<file path="config.mk">
export PLATFORM = sky130hd
export DESIGN_NAME = stack_machine_evaluator_core
export DESIGN_NICKNAME = d
export VERILOG_FILES = /design/src/sme_pkg.sv /design/src/sme_stack_ram.sv /design/src/stack_machine_evaluator_core.sv
export SDC_FILE = /design/constraint.sdc
export NUM_CORES = 2
export LEC_CHECK = 0
export BUFFER_PORTS_ARGS = -buffer_cell sky130_fd_sc_hd__buf_4
export CAP_MARGIN = 15
export CORE_MARGIN = 8
export CORE_UTILIZATION = 50
export CTS_CLUSTER_SIZE = 10
export DETAILED_ROUTE_END_ITERATION = 10
export PLACE_DENSITY = 0.65
export SKIP_LAST_GASP = 1
export SLEW_MARGIN = 20
export SYNTH_ARGS = -nofsm -noshare
export SYNTH_HDL_FRONTEND = slang
export SYNTH_SLANG_ARGS = --single-unit
</file>
<file path="constraint.sdc">
create_clock -name clock -period 20.2 [get_ports clock]
set_clock_uncertainty 0.1 [all_clocks]
set_input_delay 1.01 -clock clock [delete_from_list [all_inputs] [get_ports clock]]
set_output_delay 1.01 -clock clock [all_outputs]
set_load 0.005 [all_outputs]
</file>
<file path="src/sme_pkg.sv">
// Shared constants and codes for the stack machine evaluator.
package sme_pkg;

   localparam int STACK_DEPTH = 64;
   localparam int DATA_W = 32;
   localparam int OP_W = 3;
   localparam int STATUS_W = 3;
   localparam int ADDR_W = $clog2(STACK_DEPTH);
   localparam int CNT_W = $clog2(STACK_DEPTH + 1);

   localparam logic [DATA_W-1:0] INVALID_TOKEN_CODE = DATA_W'(100);

   typedef enum logic [OP_W-1:0] {
      OP_PUSH = 3'd0,
      OP_ADD  = 3'd1,
      OP_SUB  = 3'd2,
      OP_MUL  = 3'd3,
      OP_DUMP = 3'd4,
      OP_FAIL = 3'd5
   } op_type;

   typedef enum logic [STATUS_W-1:0] {
      ST_OK        = 3'd0,
      ST_BAD_TOKEN = 3'd1,
      ST_FAIL      = 3'd2,
      ST_UNKNOWN   = 3'd3,
      ST_UNDERFLOW = 3'd4,
      ST_OVERFLOW  = 3'd5,
      ST_HALTED    = 3'd6
   } status_type;

endpackage

</file>
<file path="src/sme_stack_ram.sv">
// Operand stack storage: one write port, two registered read ports.
module sme_stack_ram #(
   parameter int DEPTH = 64,
   parameter int WIDTH = 32,
   parameter int ADDR_W = $clog2(DEPTH)
) (
   input  logic              clock,
   input  logic              wr_en,
   input  logic [ADDR_W-1:0] wr_addr,
   input  logic [WIDTH-1:0]  wr_data,
   input  logic              rd_en,
   input  logic [ADDR_W-1:0] rd_addr_a,
   input  logic [ADDR_W-1:0] rd_addr_b,
   output logic [WIDTH-1:0]  rd_data_a,
   output logic [WIDTH-1:0]  rd_data_b
);

   logic [WIDTH-1:0] mem [DEPTH];

   always_ff @(posedge clock) begin
      if (wr_en) begin
         mem[wr_addr] <= wr_data;
      end
   end

   always_ff @(posedge clock) begin
      if (rd_en) begin
         rd_data_a <= mem[rd_addr_a];
         rd_data_b <= mem[rd_addr_b];
      end
   end

endmodule

</file>
<file path="src/stack_machine_evaluator_core.sv">
// Stack machine evaluator top level: sequencer, stack RAM and result register.
// Acceptance registers the request and the stack RAM read; the execute and
// write-back state then loads the response register, holding while that register
// is full and rsp_stall holds. No new request is accepted until execute is left.
// Reset clears the entry count, the halted flag and all handshake state; the
// stack RAM contents stay undefined until pushed.
module stack_machine_evaluator_core (
   input  logic                               clock,
   input  logic                               reset,
   input  logic                               req_valid,
   output logic                               req_stall,
   input  logic [sme_pkg::OP_W-1:0]           req_operation,
   input  logic signed [sme_pkg::DATA_W-1:0]  req_operand,
   output logic                               rsp_valid,
   input  logic                               rsp_stall,
   output logic                               rsp_dump_valid,
   output logic signed [sme_pkg::DATA_W-1:0]  rsp_dump_value,
   output logic [sme_pkg::STATUS_W-1:0]       rsp_status
);
   import sme_pkg::*;

   typedef enum logic {
      S_IDLE,
      S_EXEC
   } state_type;

   state_type           state_ff, state_in;
   logic [CNT_W-1:0]    count_ff, count_in;
   logic                halted_ff, halted_in;
   logic [OP_W-1:0]     op_ff;
   logic [DATA_W-1:0]   operand_ff;

   logic                rsp_valid_ff, rsp_valid_in;
   logic                rsp_dump_valid_ff, rsp_dump_valid_in;
   logic [DATA_W-1:0]   rsp_dump_value_ff, rsp_dump_value_in;
   status_type          rsp_status_ff, rsp_status_in;

   logic                req_accept;
   logic                rsp_take;
   logic                rsp_free;
   logic [CNT_W-1:0]    count_m1;
   logic [CNT_W-1:0]    count_m2;

   logic                wr_en;
   logic [ADDR_W-1:0]   wr_addr;
   logic [DATA_W-1:0]   wr_data;
   logic [DATA_W-1:0]   top_data;
   logic [DATA_W-1:0]   below_data;
   logic [DATA_W-1:0]   alu_result;

   // Accept one request at a time; the response register is separate, so a
   // new request may come in while the previous response waits.
   assign req_stall  = (state_ff != S_IDLE);
   assign req_accept = req_valid && !req_stall;
   assign rsp_take   = rsp_valid_ff && !rsp_stall;
   assign rsp_free   = !rsp_valid_ff || !rsp_stall;

   assign count_m1 = count_ff - CNT_W'(1);
   assign count_m2 = count_ff - CNT_W'(2);

   // Read the top two entries at accept; the count does not move until the
   // execute cycle, and the previous write-back has already landed by then, so
   // the reads never race a pending write.
   sme_stack_ram #(
      .DEPTH (STACK_DEPTH),
      .WIDTH (DATA_W),
      .ADDR_W(ADDR_W)
   ) u_stack_ram (
      .clock    (clock),
      .wr_en    (wr_en),
      .wr_addr  (wr_addr),
      .wr_data  (wr_data),
      .rd_en    (req_accept),
      .rd_addr_a(count_m1[ADDR_W-1:0]),
      .rd_addr_b(count_m2[ADDR_W-1:0]),
      .rd_data_a(top_data),
      .rd_data_b(below_data)
   );

   // Arithmetic on the registered RAM outputs; all ops wrap modulo 2^32.
   always_comb begin
      case (op_type'(op_ff))
         OP_ADD:  alu_result = below_data + top_data;
         OP_SUB:  alu_result = below_data - top_data;
         default: alu_result = below_data * top_data;
      endcase
   end

   // Execute: decide status, stack update and response together.
   always_comb begin
      state_in          = state_ff;
      count_in          = count_ff;
      halted_in         = halted_ff;
      rsp_valid_in      = rsp_valid_ff && !rsp_take;
      rsp_dump_valid_in = rsp_dump_valid_ff;
      rsp_dump_value_in = rsp_dump_value_ff;
      rsp_status_in     = rsp_status_ff;
      wr_en             = 1'b0;
      wr_addr           = count_ff[ADDR_W-1:0];
      wr_data           = operand_ff;

      unique case (state_ff)
         S_IDLE: begin
            if (req_accept) begin
               state_in = S_EXEC;
            end
         end
         S_EXEC: begin
            // Hold in execute until the response register can take a result.
            if (rsp_free) begin
               state_in          = S_IDLE;
               rsp_valid_in      = 1'b1;
               rsp_dump_valid_in = 1'b0;
               rsp_dump_value_in = '0;
               rsp_status_in     = ST_OK;
               if (halted_ff) begin
                  rsp_status_in = ST_HALTED;
               end else begin
                  unique case (op_type'(op_ff)) inside
                     OP_PUSH: begin
                        if (count_ff == CNT_W'(STACK_DEPTH)) begin
                           rsp_status_in = ST_OVERFLOW;
                           halted_in     = 1'b1;
                        end else begin
                           wr_en    = 1'b1;
                           wr_addr  = count_ff[ADDR_W-1:0];
                           wr_data  = operand_ff;
                           count_in = count_ff + CNT_W'(1);
                        end
                     end
                     OP_ADD, OP_SUB, OP_MUL: begin
                        if (count_ff < CNT_W'(2)) begin
                           rsp_status_in = ST_UNDERFLOW;
                           halted_in     = 1'b1;
                        end else begin
                           // Replace the second entry, drop the top.
                           wr_en    = 1'b1;
                           wr_addr  = count_m2[ADDR_W-1:0];
                           wr_data  = alu_result;
                           count_in = count_m1;
                        end
                     end
                     OP_DUMP: begin
                        if (count_ff == '0) begin
                           rsp_status_in = ST_UNDERFLOW;
                           halted_in     = 1'b1;
                        end else begin
                           rsp_dump_valid_in = 1'b1;
                           rsp_dump_value_in = top_data;
                           count_in          = count_m1;
                        end
                     end
                     OP_FAIL: begin
                        rsp_status_in = (operand_ff == INVALID_TOKEN_CODE) ?
                                        ST_BAD_TOKEN : ST_FAIL;
                        halted_in     = 1'b1;
                     end
                     default: begin
                        rsp_status_in = ST_UNKNOWN;
                        halted_in     = 1'b1;
                     end
                  endcase
               end
            end
         end
         default: begin
            state_in = S_IDLE;
         end
      endcase
   end

   always_ff @(posedge clock) begin
      if (reset) begin
         state_ff     <= S_IDLE;
         count_ff     <= '0;
         halted_ff    <= 1'b0;
         rsp_valid_ff <= 1'b0;
      end else begin
         state_ff     <= state_in;
         count_ff     <= count_in;
         halted_ff    <= halted_in;
         rsp_valid_ff <= rsp_valid_in;
      end
      // Payload registers carry no reset.
      if (req_accept) begin
         op_ff      <= req_operation;
         operand_ff <= req_operand;
      end
      rsp_dump_valid_ff <= rsp_dump_valid_in;
      rsp_dump_value_ff <= rsp_dump_value_in;
      rsp_status_ff     <= rsp_status_in;
   end

   assign rsp_valid      = rsp_valid_ff;
   assign rsp_dump_valid = rsp_dump_valid_ff;
   assign rsp_dump_value = rsp_dump_value_ff;
   assign rsp_status     = rsp_status_ff;

endmodule

</file>
==> metrics.cfg <==
[place]
dp.final_hpwl_um = 215000
gp_routability_congestion = 0.890
io_buffers = 76

[setup_path]
critPathRequiredTime_ns = 20.72
crit_type = register to register
path_max_fanout = 64
critPathArrivalTime_ns = 9.02
timing.critical_path.to_type = register
setup.worst_path.start_class = register

[global_routing]
global_route.overflow_total = 0
pin_count_of_the_biggest_net_entering_global_routing = 138
grt_first_pass_wirelength_um = 515000
track_usage_pct = 28.9
grt_pass1_vias = 68328
grt_antenna_before_repair = 29

[synthesis]
synthSimpleGateAreaFrac_pct = 3.99
synth_commonest_cells = sky130_fd_sc_hd__edfxtp_1 (2183), sky130_fd_sc_hd__mux4_2 (1335), sky130_fd_sc_hd__fa_1 (409)
synth.area.mux_share_pct = 25.7
yosysSeqAreaShare_pct = 56.0
synth-xor-area-share_pct = 1.04
syn_area_per_cell_um2 = 18.6
synth-adder-area-share_pct = 8.69
synth_edf_count = 2183
synth_top_family_by_area = multiplexers
synthDominantCellAreaShare_pct = 55.8
ys_async_sr_fraction_pct = 0
yosys_warnings = 0
postSynthCellCount = 6325
synth_cell_type_count = 77
ys_ff_latch = 2193
yosysTopAreaCell = sky130_fd_sc_hd__edfxtp_1
synth_compound_gate_area_share_pct = 1.68
synthesis.nets = 6934
synth.top_cells.by_area = sky130_fd_sc_hd__edfxtp_1 (56%), sky130_fd_sc_hd__mux4_2 (26%), sky130_fd_sc_hd__fa_1 (7.0%)
syn_area_um2 = 117000
synthMostInstantiatedCell = sky130_fd_sc_hd__edfxtp_1
synth-main-ff-cell = sky130_fd_sc_hd__edfxtp_1

[timing]
report.final.hold_viol_count = 0
finalWorstPathRequiredPeriod_ns = 8.50
relSlewSlack_pct = 14.4
achievable-frequency_mhz = 118
totalNegativeSetupSlack_ns = 0
finalMaxSlewViolations = 0
timing_worst_slew_pin_value_ns = 1.28
final_min_period_over_clock_period_pct = 42.1
setup_viol_count_final = 0
rsz_0062_raised_after_global_routing = false

[routing]
drt_first_pass_iters = 5
total_detailed_routing_wirelength_um = 363000
wl_per_cell_um = 37.6
via_per_inst = 6.95
drt_iter0_markers = 9551
detail_route.drc_violations = 0
antenna_left = 0
vias = 66992

[die]
die-width_um = 501
ioPinCount = 77
initial_core_util_pct = 50.1
die_height_um = 501
design.core.area_um2 = 234000
core.rowCount = 178
die_area_um2 = 251000

[run_status]
outcome = finished clean

[clocking]
clockRootBuffer = sky130_fd_sc_hd__clkbuf_16
postCtsSetupBuffers = 0
clk_transition_reported_paths_ns = 0.07
tritoncts = done
ctsResizeCount = 0
total_number_of_clock_tree_sinks = 2193
htree_levels = 5
clkLatencyLatePin_ns = 0.93
numCtsBuffers = 275
post_cts_hold_buffer_count = 0
cts_buffer_depth = 4

[job]
max-cap-violations = 0

[layout]
num-nets-final = 7039
layout-drive-gt1-share_pct = 31.3
flow.area_growth_from_synthesis_pct = 10.9

[hold_path]
min-delay-path-class = primary input to register

[cell usage in the layout, fill, tap and decap left out, drive strengths merged, types with 7 or more instances in the layout]
cell type,n
edfxtp,2183
fa,409
nand2,300
a31oi,19
ha,161
xnor2,104
o21a,11
nand2b,14
a21o,30
inv,402
diode,7
a21oi,95
mux4,1335
or3,16
a211oi,20
buf,267
and2,345
mux2i,15
nand3,19
nor3,24
dfxtp,10
clkinv,10
nor2,155
o31ai,15
clkbuf,313
xor2,34
o21ai,66
nand4,9
nor2b,12
[metrics by stage]
stage	util (%)	setup WS [ns]	std cells	hold slack (ns)	instance area, um2
after global placement	52.3	11.46	9294	0.406	123000
after global routing	55.5	11.12	9634	0.151	130000
final	55.5	11.70	9640	0.191	130000
after floorplan	-	10.65	6325	0.406	117000
after CTS	55.5	11.36	9633	0.125	130000
after detailed placement	52.4	11.40	9303	0.406	123000
[worst max-delay path, stage by stage (launching register included)]
cell and delay, ns:
sky130_fd_sc_hd__edfxtp_1 1.02, sky130_fd_sc_hd__and2_1 0.26, sky130_fd_sc_hd__fa_1 0.45, sky130_fd_sc_hd__fa_1 0.50
sky130_fd_sc_hd__fa_1 0.52, sky130_fd_sc_hd__inv_1 0.05, sky130_fd_sc_hd__fa_1 0.47, sky130_fd_sc_hd__inv_1 0.05
sky130_fd_sc_hd__fa_1 0.49, sky130_fd_sc_hd__inv_1 0.05, sky130_fd_sc_hd__fa_1 0.54, sky130_fd_sc_hd__inv_1 0.06
sky130_fd_sc_hd__fa_1 0.52, sky130_fd_sc_hd__fa_1 0.43, sky130_fd_sc_hd__ha_1 0.37, sky130_fd_sc_hd__a21o_1 0.14
sky130_fd_sc_hd__a21o_1 0.15, sky130_fd_sc_hd__nor2_1 0.08, sky130_fd_sc_hd__a21boi_1 0.14, sky130_fd_sc_hd__o41a_1 0.42
sky130_fd_sc_hd__o31ai_1 0.21, sky130_fd_sc_hd__a21oi_1 0.12, sky130_fd_sc_hd__xnor2_1 0.31, sky130_fd_sc_hd__a221o_4 0.66
[layer usage]
layer  track usage (%)  vias up  routed length [um]
met4              12.4        8               18700
li1                  -    25510                   -
met2              44.6     4440              168000
met3              8.26      885               43800
met1              39.0    36149              132000
met5                 0        -                  58
[final timing paths]
kind / depth (start not counted) / startpoint / slack (ns) / end
setup / recovery: 23 / u_stack_ram.rd_data_b[11]$_DFFE_PP_ / 11.70 / u_stack_ram.mem[55][31]$_DFFE_PP_
hold / removal: 1 / req_operand[19] / 0.19 / operand_ff[19]$_DFFE_PP_
setup reg to reg: 23 / u_stack_ram.rd_data_b[11]$_DFFE_PP_ / 11.70 / u_stack_ram.mem[55][31]$_DFFE_PP_
hold reg to reg: 2 / rsp_valid$_SDFF_PP0_ / 0.42 / rsp_valid$_SDFF_PP0_
[logic make-up after synthesis]
kind of cell    after synthesis
mux                        1350
compound gates              309
fa+ha+maj                   570
flops                      2193
xor+xnor                    138
buf+inv                     837
simple gates                928
[flip-flops by register name (all words and copies together), names as in the netlist, 3 cells and up]
register               cells
count_ff                   7
op_ff                      3
operand_ff                32
rsp_dump_value            32
rsp_status                 3
u_stack_ram.mem         2048
u_stack_ram.rd_data_a     32
u_stack_ram.rd_data_b     32
[cell type report]
cell class	instances	area (um2)
inverters	398	1490
fillers	17651	104000
clock buffers	313	7130
well taps	3150	3940
flip-flops and latches	2193	65800
clock inverters	17	150
repair buffers	267	2310
multi-input cells	3295	49300
diodes	7	17.5
Power is left out: the tool's default activity adds up to more than one toggle a clock period on the data nets, which glitch-free logic cannot reach.
